## src/design/crc_fifo.sv

```systemverilog
// ----------------------------------------------------------------------------
// crc_fifo
// Short first-in first-out queue between the front and the back.
// ----------------------------------------------------------------------------
`default_nettype none

module crc_fifo #(
    parameter int unsigned DATA_W = 8,
    parameter int unsigned DEPTH  = 4
) (
    input  wire logic              aclk,
    input  wire logic              aresetn,
    input  wire logic              push,
    input  wire logic [DATA_W-1:0] push_data,
    output logic                   full,
    input  wire logic              pop,
    output logic                   not_empty,
    output logic [DATA_W-1:0]      pop_data
);

    localparam int unsigned PTR_W = $clog2(DEPTH);
    localparam int unsigned CNT_W = $clog2(DEPTH + 1);
    localparam logic [CNT_W-1:0] CNT_FULL = CNT_W'(DEPTH);
    localparam logic [PTR_W-1:0] PTR_LAST = PTR_W'(DEPTH - 1);

    logic [DATA_W-1:0] entry_reg [DEPTH];
    logic [PTR_W-1:0]  wr_ptr_reg, wr_ptr_next;
    logic [PTR_W-1:0]  rd_ptr_reg, rd_ptr_next;
    logic [CNT_W-1:0]  count_reg, count_next;

    assign full      = (count_reg == CNT_FULL);
    assign not_empty = (count_reg != '0);
    assign pop_data  = entry_reg[rd_ptr_reg];

    always_comb begin
        wr_ptr_next = wr_ptr_reg;
        rd_ptr_next = rd_ptr_reg;
        count_next  = count_reg;
        if (push) begin
            wr_ptr_next = (wr_ptr_reg == PTR_LAST) ? '0 : wr_ptr_reg + 1'b1;
        end
        if (pop) begin
            rd_ptr_next = (rd_ptr_reg == PTR_LAST) ? '0 : rd_ptr_reg + 1'b1;
        end
        if (push && !pop) begin
            count_next = count_reg + 1'b1;
        end else if (pop && !push) begin
            count_next = count_reg - 1'b1;
        end
    end

    always_ff @(posedge aclk) begin
        if (!aresetn) begin
            wr_ptr_reg <= '0;
            rd_ptr_reg <= '0;
            count_reg  <= '0;
        end else begin
            wr_ptr_reg <= wr_ptr_next;
            rd_ptr_reg <= rd_ptr_next;
            count_reg  <= count_next;
        end
        if (push) begin
            entry_reg[wr_ptr_reg] <= push_data;
        end
    end

endmodule

`default_nettype wire

```

## config.mk

```make
export PLATFORM = sky130hd
export DESIGN_NAME = crc_fifo
export DESIGN_NICKNAME = d
export VERILOG_FILES = /design/src/design/crc_fifo.sv
export SDC_FILE = /design/constraint.sdc
export NUM_CORES = 1
export LEC_CHECK = 0
export BUFFER_PORTS_ARGS = -buffer_cell sky130_fd_sc_hd__buf_2
export CORE_MARGIN = 4
export CORE_UTILIZATION = 50
export DETAILED_ROUTE_END_ITERATION = 6
export PLACE_DENSITY = 0.71
export SLEW_MARGIN = 30
export SYNTH_ARGS = -nofsm -noshare
export SYNTH_HDL_FRONTEND = slang
export SYNTH_SLANG_ARGS = --single-unit
export TNS_END_PERCENT = 1
```

## constraint.sdc

```tcl
create_clock -name aclk -period 1.95 [get_ports aclk]
set_input_delay 0.39 -clock aclk [delete_from_list [all_inputs] [get_ports aclk]]
set_output_delay 0.39 -clock aclk [all_outputs]
set_load 0.02 [all_outputs]
```

==> flow_summary.toml, run 1 <==
[floorplan]
die_h_um = 64.9
die_w_um = 64.9
coreArea_um2 = 3080
row_count = 20
dieArea_um2 = 4210
io_pins = 22
start_util = 0.525

[synth]
synth_largest_area_cell = "edfxtp_1"
ys.flop_type = "edfxtp_1"
synthTopCellsByCount = "edfxtp_1 (32), dfxtp_1 (9), mux4_2 (8), ha_1 (6)"
synth_edf_count = 32
synthArstFlopShare = 0
syn_inst = 86
syn_area_per_cell_um2 = 18.8
synth_top_area_frac = 0.594
yosysWarnings = 0
yosysSeqAreaShare = 0.706
ys_ff_latch = 41
synth_nets = 105
yosysMostFrequentCell = "edfxtp_1"
synth_area_um2 = 1620
ys_types = 20
yosys-top-cells-area = "edfxtp_1 (59%), dfxtp_1 (11%), mux4_2 (11%), ha_1 (4.6%), mux2i_1 (2.5%)"

[timing]
fin_crit_sh = 0.971
rsz0062_at_grt = "yes"
finClkSkew_ns = 0.00780
tns_ns = 0
finalMaxSlewViolations = 0
worst_pin_slew_ns = 0.436
period_needed_ns = 1.89
setup_viol = 0
hold_viol = 0
fmax_mhz = 528
relSlewSlack = 0.709

[drt]
ant_nets = 0
wire_per_inst_um = 16.2
drtIter0Drc = 46
wl_um = 2580
drc = 0
dr.max_layer_used = "met4"
wl_met1_um = 1000
route.met3.wl_um = 101
firstDrtPassIters = 3
num_vias = 820
route.met2.wl_um = 1410
vias_per_cell = 5.16

[worst_setup_path]
max_stage_delay_ns = 0.52
worstPathArrival_ns = 1.50
cp_top_family = "multiplexers"
path_cells = "buf_6, mux4_2, buf_6"
cp-start-kind = "register"
worstSetupPathType = "reg -> out"
path_buf_inv = 2
critPathRequiredTime_ns = 1.56
slowest_stage = "mux4_2"
rr_startpoint = "count_reg[0]"
worst_path_most_repeated_cell = "buf_6"
cp-end-kind = "primary output"
critical_path.max_fanout = 5

[min_path]
hp-start = "push_data[6]"
worstHoldPathType = "in -> reg"

[place]
place_inst = 151
place_congestion = 0.667
io_buffers = 21
dpl.hpwl_um = 1830

[power_and_ir_drop]
p_int_mw = 1.24
switching_share = 0.250
pwr-share-comb = 0.149
p_sw_uw = 414
seqPwrFrac = 0.618
peakVddDrop_mv = 0.442
power.leakage_nw = 0.684
p_clk_frac = 0.233
p_per_area_nw_per_um2 = 894

[cts]
clk_pin_slew_ns = 0.11
clockBufferDepth = 2
post_cts_buffers = 0
clock_latency_ns = 0.34
root_buffer = "clkbuf_4"
htreeDepth = 2
cts_buffers = 5
clock-sinks = 41
cts_tree = "yes"

[grt]
grt_max_degree = 13
grt_pass1_wl_um = 4230
grt_overflow_total = 0
gr-usage-all-layers = 0.144
first_global_vias = 916
antenna_found_initial = 0

[final_layout]
largest_reg_flops = 32
instances_no_fill = 159
post-route-util = 0.602
syn2layout_area_growth_pct = 14.7
drive_above_1_share = 0.339
antenna_cells = 0
nNetsFinal = 133

[run]
drv_cap = 0

[status]
status = "complete, no violations"
## repair_timing
action | CTS | global route
resized for setup | 0 | 10
hold buffers | 0 | 0
setup endpoints to repair | 1 | 8
gates cloned | 0 | 0
## per-layer routing
metal,global-route usage,vias up
li1,-,381
met1,0.149,415
met2,0.250,16
met3,0.0433,8
met4,0.0950,0
met5,0,-
## per-stage QoR
stage / total power [mW] / worst slack [ns] / instance area (µm²) / hold WS [ns]
after floorplan: 1.20 / 0.297 / 1620 / 0.460
after global placement: 1.27 / 0.132 / 1780 / 0.470
after detailed placement: 1.28 / 0.0340 / 1780 / 0.500
after CTS: 1.66 / -0.00356 / 1830 / 0.239
after global routing: 1.74 / -0.0319 / 1850 / 0.236
final: 1.66 / 0.0566 / 1850 / 0.260
## worst register-to-register path, cell delays in order (launching register included)
cell,delay (ns)
dfxtp_1,0.37
fa_1,0.44
xor2_1,0.16
or3_1,0.30
a21boi_1,0.13
## power groups by stage
stage / logic (mW) / registers [mW] / clock network, mW
3_5_place_dp: 0.237 / 1.05 / 0
4_1_cts: 0.239 / 1.02 / 0.400
5_1_grt: 0.274 / 1.03 / 0.434
2_1_floorplan: 0.167 / 1.03 / 0
6_report: 0.247 / 1.02 / 0.385
3_3_place_gp: 0.229 / 1.04 / 0
## cell usage in the layout (no fill, tap or decap), types with 4 or more instances in the layout
cell type,n
ha_1,6
dfxtp_1,7
clkbuf_4,5
buf_6,5
mux2i_1,4
mux4_2,8
edfxtp_1,32
inv_1,4
nor2b_1,5
buf_2,18
and2_1,5
## logic make-up after synthesis
group | share of synthesized area
xor gates and xnor gates | 0.0108
muxes | 0.136
buffers and inverters | 0.0193
DFF | 0.706
AOI/OAI and AO/OA | 0.0124
adders and majority gates | 0.0588
and+or+nand+nor | 0.0565
## cell type report
type | count | area, µm²
flip-flops and latches | 41 | 1140
clock inverters | 3 | 12.5
repair buffers | 23 | 146
clock buffers | 5 | 37.5
inverters | 4 | 15.0
multi-input cells | 39 | 444
fillers | 246 | 1220
well taps | 44 | 55.1
## worst paths after layout
check               endpoint  slack (ns)  cells after the start
min          entry_reg[2][6]        0.26                      1
min reg2reg     count_reg[2]        0.51                      2
max reg2reg     count_reg[2]        0.49                      4
max              pop_data[5]        0.06                      3
(Power assumes the default switching activity.)
==> run 2: changes to the inputs <==
--- a/config.mk
+++ b/config.mk
@@ -6,10 +6,11 @@
 export NUM_CORES = 1
 export LEC_CHECK = 0
 export BUFFER_PORTS_ARGS = -buffer_cell sky130_fd_sc_hd__buf_2
+export CORE_ASPECT_RATIO = 0.9
 export CORE_MARGIN = 4
 export CORE_UTILIZATION = 50
 export DETAILED_ROUTE_END_ITERATION = 6
-export PLACE_DENSITY = 0.71
+export PLACE_DENSITY = 0.79
 export SLEW_MARGIN = 30
 export SYNTH_ARGS = -nofsm -noshare
 export SYNTH_HDL_FRONTEND = slang
==> run 2 against run 1 <==
Routed wire length shrank 12%; hold slack worse by 0.0016 ns; via count down 2.6%; die area about the same; worst setup slack better by 0.0061 ns; non-clock buffer count decreased by 1; clock skew about the same; cell area grew 2.5%; count of clock-buffer cells in the layout unchanged; utilization is 1.7 points higher; critical endpoint is now pop_data[2]; highest routed layer unchanged.
==> flow_summary.toml, run 2 (synthesized netlist as in run 1, its figures left out) <==
[floorplan]
start_util = 0.527
die_w_um = 67.9
die_h_um = 61.9
row_count = 19
io_pins = 22
coreArea_um2 = 3070
dieArea_um2 = 4210

[min_path]
hold_path_end = "entry_reg[1][2]"
whs_path_depth = 1
worstHoldPathType = "in -> reg"
hp-start = "push_data[2]"

[power_and_ir_drop]
pwr-share-comb = 0.127
seqPwrFrac = 0.531
power_mw = 1.93
p_per_area_nw_per_um2 = 1010
power.leakage_nw = 0.705
peakVddDrop_mv = 0.490
switching_share = 0.216
p_int_mw = 1.51
p_clk_frac = 0.342
p_sw_uw = 416

[status]
status = "complete, no violations"

[timing]
finClkSkew_ns = 0.00807
setup_viol = 0
hold_ws_ns = 0.258
finalMaxSlewViolations = 0
hold_viol = 0
rsz0062_at_grt = "yes"
fmax_mhz = 530
tns_ns = 0
setup_slack_ns = 0.0627
worst_pin_slew_ns = 0.427
period_needed_ns = 1.89
relSlewSlack = 0.715
fin_crit_sh = 0.968

[grt]
grt_pass1_wl_um = 3820
grt_max_degree = 14
first_global_vias = 854
antenna_found_initial = 0
grt_overflow_total = 0
gr-usage-all-layers = 0.134

[final_layout]
drive_above_1_share = 0.342
final_common_cell = "edfxtp_1"
most-common-layout-cells = "edfxtp_1 (32), buf_2 (18), mux4_2 (8), dfxtp_1 (8), ha_1 (6)"
largest_reg_flops = 32
antenna_cells = 0
instances_no_fill = 156
nNetsFinal = 132
syn2layout_area_growth_pct = 17.6

[drt]
dr.max_layer_used = "met4"
firstDrtPassIters = 4
num_vias = 799
wire_per_inst_um = 14.6
route.met2.wl_um = 1230
vias_per_cell = 5.12
drc = 0
drtIter0Drc = 34
wl_met1_um = 872
wl_um = 2270
ant_nets = 0
route.met3.wl_um = 108

[cts]
clk_pin_slew_ns = 0.12
clock-sinks = 41
clockBufferDepth = 2
htreeDepth = 2
clock_latency_ns = 0.34
cts_tree = "yes"
post_cts_buffers = 0
root_buffer = "clkbuf_4"
ctsHoldBuffers = 0
cts_buffers = 5

[worst_setup_path]
worstSetupPathType = "reg -> out"
rr_startpoint = "count_reg[0]"
reg2reg_depth = 4
r2r_end = "count_reg[2]"
cp-end-kind = "primary output"
reg2reg_setup_slack_ns = 0.48
cp-start-kind = "register"
critical_path.max_fanout = 8
worstPathArrival_ns = 1.50
critPathRequiredTime_ns = 1.56

[place]
io_buffers = 21
place_ws_ns = 0.0567
dpl.hpwl_um = 1620
place_congestion = 0.668
place_inst = 148

[run]
drv_cap = 0
## run 2: cell count changes in the layout (fill, tap and decap cells not counted)
cell       previous run  this run
clkinv_1              2         0
dfxtp_1               7         8
dfxtp_2               2         1
buf_6                 5         3
bufinv_16             0         2
buf_12                0         1
## run 2: routing by layer
| layer | vias to the layer above | global-route usage |
|---|---|---|
| li1 | 380 | - |
| met1 | 400 | 0.144 |
| met2 | 14 | 0.229 |
| met3 | 5 | 0.0378 |
| met4 | 0 | 0.0935 |
| met5 | - | 0 |
## run 2: layout make-up
| class | instances | area, µm² |
|---|---|---|
| flip-flops and latches | 41 | 1140 |
| clock inverters | 3 | 65.1 |
| well taps | 42 | 52.6 |
| multi-input cells | 39 | 444 |
| repair buffers | 22 | 144 |
| clock buffers | 5 | 37.5 |
| inverters | 4 | 15.0 |
| fillers | 229 | 1170 |
## run 2: power by group through the flow
stage / sequential [mW] / combinational [mW] / clock [mW]
6_report: 1.02 / 0.244 / 0.658
4_1_cts: 1.02 / 0.235 / 0.674
3_3_place_gp: 1.04 / 0.224 / 0
2_1_floorplan: 1.03 / 0.167 / 0
5_1_grt: 1.03 / 0.268 / 0.721
3_5_place_dp: 1.04 / 0.233 / 0
## run 2: per-stage QoR
stage / util / area, µm²
after floorplan: - / 1620
after global placement: 0.576 / 1770
after detailed placement: 0.576 / 1770
after CTS: 0.610 / 1870
after global routing: 0.620 / 1900
final: 0.620 / 1900
## run 2: what timing repair did
item,in CTS,in global routing
pin swaps,0,0
gates resized for setup,1,9
endpoints found under the hold margin,0,0
endpoints found under the setup margin,8,8
## run 2: worst max-delay path by stage
stage,end
2_1_floorplan,count_reg[2]
3_3_place_gp,count_reg[2]
3_5_place_dp,count_reg[2]
4_1_cts,pop_data[5]
5_1_grt,pop_data[5]
6_report,pop_data[2]
## run 2: critical path, cell delays in order (launching register included)
cell and delay [ns]:
dfxtp_2 0.36, buf_12 0.13, mux4_2 0.49, buf_2 0.17
