## src/design/crc_pkg.sv

```systemverilog
// ----------------------------------------------------------------------------
// crc_pkg
// Shared codes and types for the chained rational comparator.
// ----------------------------------------------------------------------------
`default_nettype none

package crc_pkg;

    typedef enum logic [2:0] {
        OP_EQ   = 3'd0,
        OP_DIFF = 3'd1,
        OP_LT   = 3'd2,
        OP_LE   = 3'd3,
        OP_GT   = 3'd4,
        OP_GE   = 3'd5,
        OP_ZERO = 3'd6,
        OP_NONE = 3'd7
    } opcode_t;

    typedef enum logic [1:0] {
        ST_OK       = 2'd0,
        ST_ARG_TYPE = 2'd1,
        ST_UNIMPL   = 2'd2
    } status_t;

    localparam logic [1:0] KIND_INT = 2'd0;
    localparam logic [1:0] KIND_RAT = 2'd1;

    localparam int unsigned IN_DATA_W  = 64;
    localparam int unsigned IN_USER_W  = 5;
    localparam int unsigned OUT_DATA_W = 8;
    localparam int unsigned NUM_W      = 32;
    localparam int unsigned DEN_W      = 31;

    // classification of one argument, handed from front to back
    typedef struct packed {
        logic    first;
        logic    pair_numeric;
        logic    cur_numeric;
        logic    num_zero;
        opcode_t op;
        logic    last;
    } flags_t;

endpackage

`default_nettype wire

```

## src/design/crc_front.sv

```systemverilog
// ----------------------------------------------------------------------------
// crc_front
// Accepts arguments, narrows and classifies them and pairs each with the
// previous argument of the same call.
// ----------------------------------------------------------------------------
`default_nettype none

module crc_front #(
    parameter int unsigned VALUE_WIDTH = 32
) (
    input  wire logic                             aclk,
    input  wire logic                             aresetn,
    input  wire logic                             s_tvalid,
    output logic                                  s_tready,
    input  wire logic [crc_pkg::IN_DATA_W-1:0]    s_tdata,
    input  wire logic [crc_pkg::IN_USER_W-1:0]    s_tuser,
    input  wire logic                             s_tlast,
    input  wire logic                             q_full,
    output logic                                  q_push,
    output crc_pkg::flags_t                       q_flags,
    output logic signed [VALUE_WIDTH-1:0]         q_prev_num,
    output logic [VALUE_WIDTH-2:0]                q_prev_den,
    output logic signed [VALUE_WIDTH-1:0]         q_cur_num,
    output logic [VALUE_WIDTH-2:0]                q_cur_den
);

    localparam logic [VALUE_WIDTH-2:0] DEN_ONE = {{(VALUE_WIDTH-2){1'b0}}, 1'b1};

    logic                          have_prev_reg, have_prev_next;
    logic                          prev_numeric_reg, prev_numeric_next;
    logic signed [VALUE_WIDTH-1:0] prev_num_reg, prev_num_next;
    logic [VALUE_WIDTH-2:0]        prev_den_reg, prev_den_next;

    logic [1:0]                    kind;
    logic                          numeric;
    logic signed [VALUE_WIDTH-1:0] num;
    logic [VALUE_WIDTH-2:0]        den;
    logic                          accept;

    assign s_tready = !q_full;
    assign accept   = s_tvalid && s_tready;

    always_comb begin
        kind    = s_tuser[4:3];
        numeric = (kind == crc_pkg::KIND_INT) || (kind == crc_pkg::KIND_RAT);
        num     = s_tdata[VALUE_WIDTH-1:0];
        den     = (kind == crc_pkg::KIND_INT) ? DEN_ONE
                                              : s_tdata[crc_pkg::NUM_W +: (VALUE_WIDTH-1)];
    end

    always_comb begin
        q_push               = accept;
        q_flags.first        = !have_prev_reg;
        q_flags.pair_numeric = prev_numeric_reg && numeric;
        q_flags.cur_numeric  = numeric;
        q_flags.num_zero     = (num == '0);
        q_flags.op           = crc_pkg::opcode_t'(s_tuser[2:0]);
        q_flags.last         = s_tlast;
        q_prev_num           = prev_num_reg;
        q_prev_den           = prev_den_reg;
        q_cur_num            = num;
        q_cur_den            = den;
    end

    always_comb begin
        have_prev_next    = have_prev_reg;
        prev_numeric_next = prev_numeric_reg;
        prev_num_next     = prev_num_reg;
        prev_den_next     = prev_den_reg;
        if (accept) begin
            have_prev_next    = !s_tlast;
            prev_numeric_next = numeric;
            prev_num_next     = num;
            prev_den_next     = den;
        end
    end

    always_ff @(posedge aclk) begin
        if (!aresetn) begin
            have_prev_reg    <= 1'b0;
            prev_numeric_reg <= 1'b1;
        end else begin
            have_prev_reg    <= have_prev_next;
            prev_numeric_reg <= prev_numeric_next;
        end
        prev_num_reg <= prev_num_next;
        prev_den_reg <= prev_den_next;
    end

endmodule

`default_nettype wire

```

## config.mk

```make
export PLATFORM = sky130hd
export DESIGN_NAME = crc_front
export DESIGN_NICKNAME = d
export VERILOG_FILES = /design/src/design/crc_pkg.sv /design/src/design/crc_front.sv
export SDC_FILE = /design/constraint.sdc
export NUM_CORES = 1
export LEC_CHECK = 0
export BUFFER_PORTS_ARGS = -buffer_cell sky130_fd_sc_hd__buf_2
export CORE_MARGIN = 8
export CORE_UTILIZATION = 41
export CTS_CLUSTER_DIAMETER = 200
export DETAILED_ROUTE_END_ITERATION = 6
export MAX_ROUTING_LAYER = met4
export PLACE_DENSITY_LB_ADDON = 0.12
export SYNTH_ARGS = -nofsm -noshare
export SYNTH_HDL_FRONTEND = slang
export SYNTH_SLANG_ARGS = --single-unit
```

## constraint.sdc

```tcl
create_clock -name aclk -period 5.6 [get_ports aclk]
set_clock_uncertainty 0.15 [all_clocks]
set_input_delay 1.12 -clock aclk [delete_from_list [all_inputs] [get_ports aclk]]
set_output_delay 1.12 -clock aclk [all_outputs]
set_load 0.03 [all_outputs]
```

==> results of run 1 <==
==> synth_stat cells <==
library cell / n
nor2b_2: 1
nor4_1: 8
nor2_2: 1
nand2_1: 2
buf_2: 2
nor2_1: 1
dfxtp_1: 2
buf_4: 37
mux2i_1: 1
buf_6: 1
inv_1: 3
nand4_1: 2
nor2b_1: 31
or2_1: 1
o211a_1: 1
edfxtp_1: 63
==> where the power goes <==
group / total (mW) / leakage, nW / switching (mW) / internal (mW)
Sequential: 0.579 / 0.598 / 0.00746 / 0.571
Combinational: 0.247 / 0.931 / 0.181 / 0.0658
Clock: 0.377 / 0.0974 / 0.160 / 0.217
==> layout make-up <==
type                            instances  area share
Timing Repair Buffer                  203       0.286
Inverter                                3     0.00316
Tap cell                               75      0.0264
Clock buffer                           13      0.0418
Clock inverter                          3      0.0113
Multi-Input combinational cell         49      0.0883
Sequential cell                        65       0.543
==> critical path, cell delays in order <==
cell and delay (ns):
buf_2 0.10, nor2_2 0.85, nor2b_1 0.19, buf_2 0.25
==> cells by family after synthesis <==
family,count (synthesis),share of synthesized area
flops,65,0.757
simple gates,47,0.113
buf+inv,43,0.122
compound gates,1,0.00392
mux,1,0.00392
==> routing by layer <==
metal | global-route usage | vias up
met4 | 0.0754 | 0
met1 | 0.163 | 826
met3 | 0.0548 | 12
li1 | - | 875
met5 | - | -
met2 | 0.273 | 126
==> how the worst max path moves through the flow <==
stage / start / to / slack [ns] / cells past startpoint
finish: s_tuser[3] / q_cur_den[24] / 1.82 / 4
global route: s_tuser[4] / q_cur_den[26] / 1.61 / 4
CTS: s_tuser[3] / q_cur_den[26] / 1.76 / 4
detailed placement: s_tuser[3] / q_cur_den[26] / 1.77 / 4
global placement: s_tuser[4] / q_cur_den[11] / 1.79 / 4
floorplan: s_tvalid / q_push / 1.27 / 1
==> impl_metrics.toml, run 1 <==
[place]
place_congestion = 0.727
dpl.cell_count = 395
numPortBuffers = 202
dp_slack_ns = 1.77
dpl.hpwl_microns = 5800
placed_area_sq_um = 3370

[clock_network]
cts_buffers = 9
cts_resized = 0
clk_latency_ns = 0.32
clk_pin_slew_ns = 0.06
cts_buffer_depth = 2
h-tree-depth = 3
cts_tree = "built"
cts.sinks = 65
cts_setup_buffers = 0
root_buffer = "clkbuf_8"
postCtsHoldBufs = 0

[floorplan]
rows = 28
core-area_sq_um = 5960
ioPinCount = 210
die-area_sq_um = 9000
die_x_microns = 94.9
die_y_microns = 94.9
initial_core_util = 0.428

[final_layout]
register_area_sq_um = 1930
largest_reg_flops = 32
fill_cells = 514
layout_commonest_cell = "buf_2"
final_cell_count_no_fill = 411
fin_area_sq_um = 3560
mostFrequentLayoutCells = "202 x buf_2, 63 x edfxtp_1, 31 x nor2b_1"
final_net_count = 405
multi_input_area_sq_um = 314
antenna_cells = 0
fin_util = 0.597
area_growth_pct = 39.5
drive_gt1_frac = 0.649

[drt]
wl_met2_microns = 3720
dr.pass1.iters = 4
first_iter_violations = 23
wl_met3_microns = 739
met1Wirelength_microns = 2570
via_per_inst = 4.47
vias = 1839
drc_errors = 0
highest_layer = "met4"
ant_nets = 0
wl_microns = 7150
wire_per_inst_microns = 17.4

[setup_path]
worstPathArrival_ns = 2.51
r2r-end = "have_prev_reg$_SDFFE_PN0P_"
ff2ff_path_depth = 1
reg2reg_from = "have_prev_reg$_SDFFE_PN0P_"
worstPathRequired_ns = 4.33
path_max_fanout = 31
critPathKind = "primary input to output pin"
rrSetupSlack_ns = 4.82
endpoint_kind = "output pin"
start_kind = "primary input"

[timing]
relSlewSlack = 0.254
finalSetupViolations = 0
fin_crit_sh = 0.676
setup_tns_ns = 0
drv_slew = 0
layout_setup_ws_ns = 1.82
tightest_slew_ns = 1.12
max_freq_mhz = 264
hold_slack_ns = 0.338
hold_viol = 0
rsz0062_at_grt = "no"
period_needed_ns = 3.78

[power_and_ir_drop]
peakVddDrop_mv = 0.173
power_density_nw_per_um2 = 338
power.leakage_nw = 1.63
power_mw = 1.20

[synth]
syn_area_per_cell_sq_um = 16.2
synthTopCellsByArea = "edfxtp_1 74%, buf_4 11%, nor2b_1 7.6%"
synth_top_area_cell = "edfxtp_1"
synth_nets = 231
syn-cell-area_sq_um = 2550
synth_seq_cells = 65
synth_cell_types = 16
yosys_warnings = 0
netlist_instances = 157
ys_seq_area_frac = 0.757
synth_top_area_frac = 0.742

[min_path]
whs_path_depth = 2
hold_end = "prev_numeric_reg$_SDFFE_PN1P_"
hold_path.class = "flop to flop"
worstHoldStart = "prev_numeric_reg$_SDFFE_PN1P_"

[global_route]
grt.overflow.total = 0
grt_util_all_layers = 0.161
grt_pass1_vias = 1977
grt_first_pass_wirelength_microns = 10300
antenna_found_initial = 0
grt_max_degree = 67

[run]
max_cap_viol_count = 0

[outcome]
status = "finished, final reports clean"
Power figures use the tool's default switching activity.
==> run 2, diff against run 1 <==
--- a/config.mk
+++ b/config.mk
@@ -7,7 +7,7 @@
 export LEC_CHECK = 0
 export BUFFER_PORTS_ARGS = -buffer_cell sky130_fd_sc_hd__buf_2
 export CORE_MARGIN = 8
-export CORE_UTILIZATION = 41
+export CORE_UTILIZATION = 39
 export CTS_CLUSTER_DIAMETER = 200
 export DETAILED_ROUTE_END_ITERATION = 6
 export MAX_ROUTING_LAYER = met4
==> constraint.sdc (replaced) <==
create_clock -name aclk -period 3.6 [get_ports aclk]
set_clock_uncertainty 0.15 [all_clocks]
set_input_delay 0.72 -clock aclk [delete_from_list [all_inputs] [get_ports aclk]]
set_output_delay 0.72 -clock aclk [all_outputs]
set_load 0.03 [all_outputs]
==> run 2 against run 1 <==
Effect of this change:
- setup slack worse by 0.88 ns
- combinational power rose by 56%
- non-clock buffer count rose by 1
- utilization shrank 4.1 points
- largest cell class unchanged
- global-route usage down 1.1 points
- hold slack worse by 0.0049 ns
- wire length fell by 2.0%
- register-to-register slack worse by 2.0 ns
- die area up 4.3%
- design area decreased by 0.70%
==> impl_metrics.toml, run 2 (synthesized netlist as in run 1, its figures left out) <==
[setup_path]
endpoint_kind = "output pin"
worstPathRequired_ns = 2.73
critPathTopFamily = "buffers and inverters"
crit_buf_inv = 3
cpPeakStageDelay_ns = 0.35
critPathSlowestCell = "nor2_2"
path_cells = "buf_2 > nor2_2 > buf_4 > nor2b_1 > buf_2"
critPathKind = "primary input to output pin"
start_kind = "primary input"
path_max_fanout = 20
worstPathArrival_ns = 1.79
crit_top_cell = "buf_2"

[floorplan]
die_x_microns = 96.9
initial_core_util = 0.402
core-area_sq_um = 6350
ioPinCount = 210
die-area_sq_um = 9390
rows = 29
die_y_microns = 96.9

[clock_network]
cts_buffer_depth = 2
cts.sinks = 65
cts_resized = 0
root_buffer = "clkbuf_8"
clk_pin_slew_ns = 0.07
postCtsHoldBufs = 0
cts_buffers = 9
clk_latency_ns = 0.32
h-tree-depth = 3
cts_tree = "built"
cts_setup_buffers = 0

[drt]
first_iter_violations = 38
wire_per_inst_microns = 16.9
drc_errors = 0
wl_microns = 7000
ant_nets = 0
via_per_inst = 4.45
dr.pass1.iters = 4
vias = 1842

[timing]
finalSetupViolations = 0
rsz0062_at_grt = "no"
drv_slew = 0
tightest_slew_ns = 0.834
relSlewSlack = 0.444
period_needed_ns = 2.66
max_freq_mhz = 375
fin_crit_sh = 0.740
hold_viol = 0
setup_tns_ns = 0

[power_and_ir_drop]
power_density_nw_per_um2 = 503
peakVddDrop_mv = 0.253
power.leakage_nw = 1.62

[final_layout]
layout_commonest_cell = "buf_2"
mostFrequentLayoutCells = "202 x buf_2, 63 x edfxtp_1, 31 x nor2b_1"
antenna_cells = 0
final_cell_count_no_fill = 414
area_growth_pct = 38.5
fill_cells = 548
drive_gt1_frac = 0.647
final_net_count = 406
largest_reg_flops = 32

[place]
numPortBuffers = 202
dpl.cell_count = 398
dpl.hpwl_microns = 5630
place_congestion = 0.698

[global_route]
grt_util_all_layers = 0.149
grt_pass1_vias = 2036
antenna_found_initial = 0
grt.overflow.total = 0
grt_first_pass_wirelength_microns = 10800
grt_max_degree = 67

[run]
max_cap_viol_count = 0

[outcome]
status = "finished, final reports clean"

[min_path]
hold_path.class = "flop to flop"
run 2: per-layer routing:
metal	wire length (microns)	vias up	part of all wire	global-route usage
met1	2700	841	0.39	0.153
li1	-	877	-	-
met3	656	8	0.094	0.0633
met4	89	0	0.013	0.0580
met2	3560	116	0.51	0.249
met5	0	-	0	-
run 2: final cells by class:
cell class,instances,area [sq um],share of cell area
flip-flops and latches,65,1930,0.547
repair buffers,204,1030,0.290
multi-input cells,49,314,0.0889
clock buffers,11,131,0.0372
well taps,77,96.3,0.0273
clock inverters,5,22.5,0.00637
inverters,3,11.3,0.00319
run 2: tightest hold or removal path: stages, from the launching register on:
cell	delay, ns
dfxtp_1	0.33
mux2i_1	0.07
nand2_1	0.06
run 2: where the power goes:
part	total (mW)	leakage [nW]	internal [mW]	switching (mW)
combinational	0.386	0.936	0.103	0.283
sequential	0.899	0.598	0.888	0.0109
clock	0.491	0.0819	0.242	0.249
total	1.78	1.62	1.23	0.542
run 2: final timing paths:
| check | from | endpoint | slack (ns) | depth (start not counted) |
|---|---|---|---|---|
| worst max register to register | have_prev_reg$_SDFFE_PN0P_ | have_prev_reg$_SDFFE_PN0P_ | 2.83 | 1 |
| worst min register to register | prev_numeric_reg$_SDFFE_PN1P_ | prev_numeric_reg$_SDFFE_PN1P_ | 0.33 | 2 |
| worst max-delay path | s_tuser[4] | q_cur_den[11] | 0.94 | 5 |
| worst min-delay path | prev_numeric_reg$_SDFFE_PN1P_ | prev_numeric_reg$_SDFFE_PN1P_ | 0.33 | 2 |
run 2: through the flow:
step	total power [mW]	worst slack [ns]	hold slack [ns]	instance area, sq um	util
2_1_floorplan	1.19	0.0704	0.282	2550	-
3_3_place_gp	1.30	0.937	0.313	3380	0.532
3_5_place_dp	1.31	0.923	0.308	3380	0.532
4_1_cts	1.80	0.924	0.332	3530	0.556
5_1_grt	1.85	0.819	0.368	3530	0.556
6_report	1.78	0.937	0.333	3530	0.556
==> run 3, diff against run 2 <==
--- a/config.mk
+++ b/config.mk
@@ -7,7 +7,7 @@
 export LEC_CHECK = 0
 export BUFFER_PORTS_ARGS = -buffer_cell sky130_fd_sc_hd__buf_2
 export CORE_MARGIN = 8
-export CORE_UTILIZATION = 39
+export CORE_UTILIZATION = 35
 export CTS_CLUSTER_DIAMETER = 200
 export DETAILED_ROUTE_END_ITERATION = 6
 export MAX_ROUTING_LAYER = met4
==> constraint.sdc (replaced) <==
create_clock -name aclk -period 2.2 [get_ports aclk]
set_clock_uncertainty 0.15 [all_clocks]
set_input_delay 0.44 -clock aclk [delete_from_list [all_inputs] [get_ports aclk]]
set_output_delay 0.44 -clock aclk [all_outputs]
set_load 0.03 [all_outputs]
==> run 3 against run 2 <==
Effect of this change:
- first-iteration DRC count rose by 39%
- combinational power rose by 65%
- design area rose by 3.0%
- critical path depth did not move
- clock power rose by 110%
- largest cell class unchanged
- register-to-register slack got worse by 1.4 ns
- sequential power rose by 64%
- wire length barely moved
- total power rose by 78%
- non-clock buffer count did not move
- sequential cell count did not move
- count of clock-buffer cells in the layout fell by 2
==> impl_metrics.toml, run 3 (synthesized netlist as in run 1, its figures left out) <==
[place]
numPortBuffers = 202
dpl.cell_count = 420
dpl.hpwl_microns = 5600
place_congestion = 0.709
placed_area_sq_um = 3430

[final_layout]
fill_cells = 690
final_net_count = 406
antenna_cells = 0
drive_gt1_frac = 0.653
area_growth_pct = 42.7
final_cell_count_no_fill = 436
layout_commonest_cell = "buf_2"
largest_reg_flops = 32
mostFrequentLayoutCells = "202 x buf_2, 63 x edfxtp_1, 31 x nor2b_1"
fin_area_sq_um = 3640

[clock_network]
root_buffer = "clkbuf_8"
cts_resized = 0
cts_buffers = 9
cts_buffer_depth = 2
cts_setup_buffers = 0
h-tree-depth = 3
clk_latency_ns = 0.32
cts_tree = "built"
cts.sinks = 65
postCtsHoldBufs = 0
clk_pin_slew_ns = 0.07

[floorplan]
die_y_microns = 101
core-area_sq_um = 7140
die-area_sq_um = 10300
rows = 31
die_x_microns = 101
ioPinCount = 210
initial_core_util = 0.357

[min_path]
hold_path.class = "primary input to flop"
whs_path_depth = 2

[setup_path]
worstPathRequired_ns = 1.61
reg2reg_from = "have_prev_reg$_SDFFE_PN0P_"
cp-endpoint = "q_flags[4]"
critPathKind = "primary input to output pin"
ff2ff_path_depth = 1
endpoint_kind = "output pin"
worstPathArrival_ns = 1.38
path_max_fanout = 3
startpoint = "s_tdata[25]"
r2r-end = "have_prev_reg$_SDFFE_PN0P_"
rrSetupSlack_ns = 1.42
start_kind = "primary input"

[timing]
drv_slew = 0
tightest_slew_ns = 0.375
max_freq_mhz = 506
hold_viol = 0
setup_tns_ns = 0
relSlewSlack = 0.750
finalSetupViolations = 0
fin_crit_sh = 0.897
rsz0062_at_grt = "no"
period_needed_ns = 1.97

[drt]
dr.pass1.iters = 4
vias = 1874
wl_microns = 7010
ant_nets = 0
wire_per_inst_microns = 16.1
first_iter_violations = 53
drc_errors = 0
via_per_inst = 4.30

[global_route]
grt_pass1_vias = 2016
grt.overflow.total = 0
grt_max_degree = 67
grt_first_pass_wirelength_microns = 10200
antenna_found_initial = 0
grt_util_all_layers = 0.137

[outcome]
status = "finished, final reports clean"

[power_and_ir_drop]
power_density_nw_per_um2 = 868
peakVddDrop_mv = 0.361
power.leakage_nw = 1.65
power_mw = 3.16

[run]
max_cap_viol_count = 0
## run 3: cell count changes in the layout (fill, tap and decap cells not counted), sizes merged
| cell | previous run | this run |
|---|---|---|
| clkinv | 5 | 4 |
| clkinvlp | 0 | 1 |
| bufinv | 0 | 2 |
| clkbuf | 11 | 9 |
## run 3: metrics by stage
step                      hold WS, ns  setup slack, ns  utilization
after floorplan                 0.282          0.00717            -
after global placement          0.299            0.189        0.481
after detailed placement        0.306            0.172        0.481
after CTS                       0.126            0.172        0.510
after global routing            0.129            0.117        0.510
final                           0.141            0.226        0.510
## run 3: how the worst min path moves through the flow
stage                                             start                       endpoint  slack, ns
after global placement    prev_numeric_reg$_SDFFE_PN1P_  prev_numeric_reg$_SDFFE_PN1P_       0.30
after floorplan           prev_numeric_reg$_SDFFE_PN1P_  prev_numeric_reg$_SDFFE_PN1P_       0.28
after CTS                                       aresetn  prev_numeric_reg$_SDFFE_PN1P_       0.13
final                                           aresetn  prev_numeric_reg$_SDFFE_PN1P_       0.14
after detailed placement  prev_numeric_reg$_SDFFE_PN1P_  prev_numeric_reg$_SDFFE_PN1P_       0.31
after global routing                            aresetn  prev_numeric_reg$_SDFFE_PN1P_       0.13
## run 3: layout make-up
cell class / count / area, sq um / share of cell area
clock buffer: 9 / 124 / 0.0340
clock inverter: 7 / 85.1 / 0.0234
inverter: 3 / 11.3 / 0.00309
multi-input combinational: 49 / 314 / 0.0863
sequential: 65 / 1930 / 0.531
tap: 99 / 124 / 0.0340
timing repair buffer: 204 / 1050 / 0.289
## run 3: layer usage
| layer | part of all wire | track usage | wire, microns |
|---|---|---|---|
| met1 | 0.37 | 0.134 | 2620 |
| met2 | 0.49 | 0.229 | 3470 |
| met3 | 0.12 | 0.0619 | 823 |
| met4 | 0.014 | 0.0630 | 95 |
| met5 | 0 | - | 0 |
## run 3: critical path, cell delays in order
cell and delay, ns:
buf_2 0.11, nor4_1 0.36, nand4_1 0.15, nor2_1 0.12, buf_2 0.21
## run 3: where the power goes
part           switching (mW)  internal (mW)
Combinational           0.463          0.174
Sequential             0.0174           1.45
Clock                   0.426          0.626
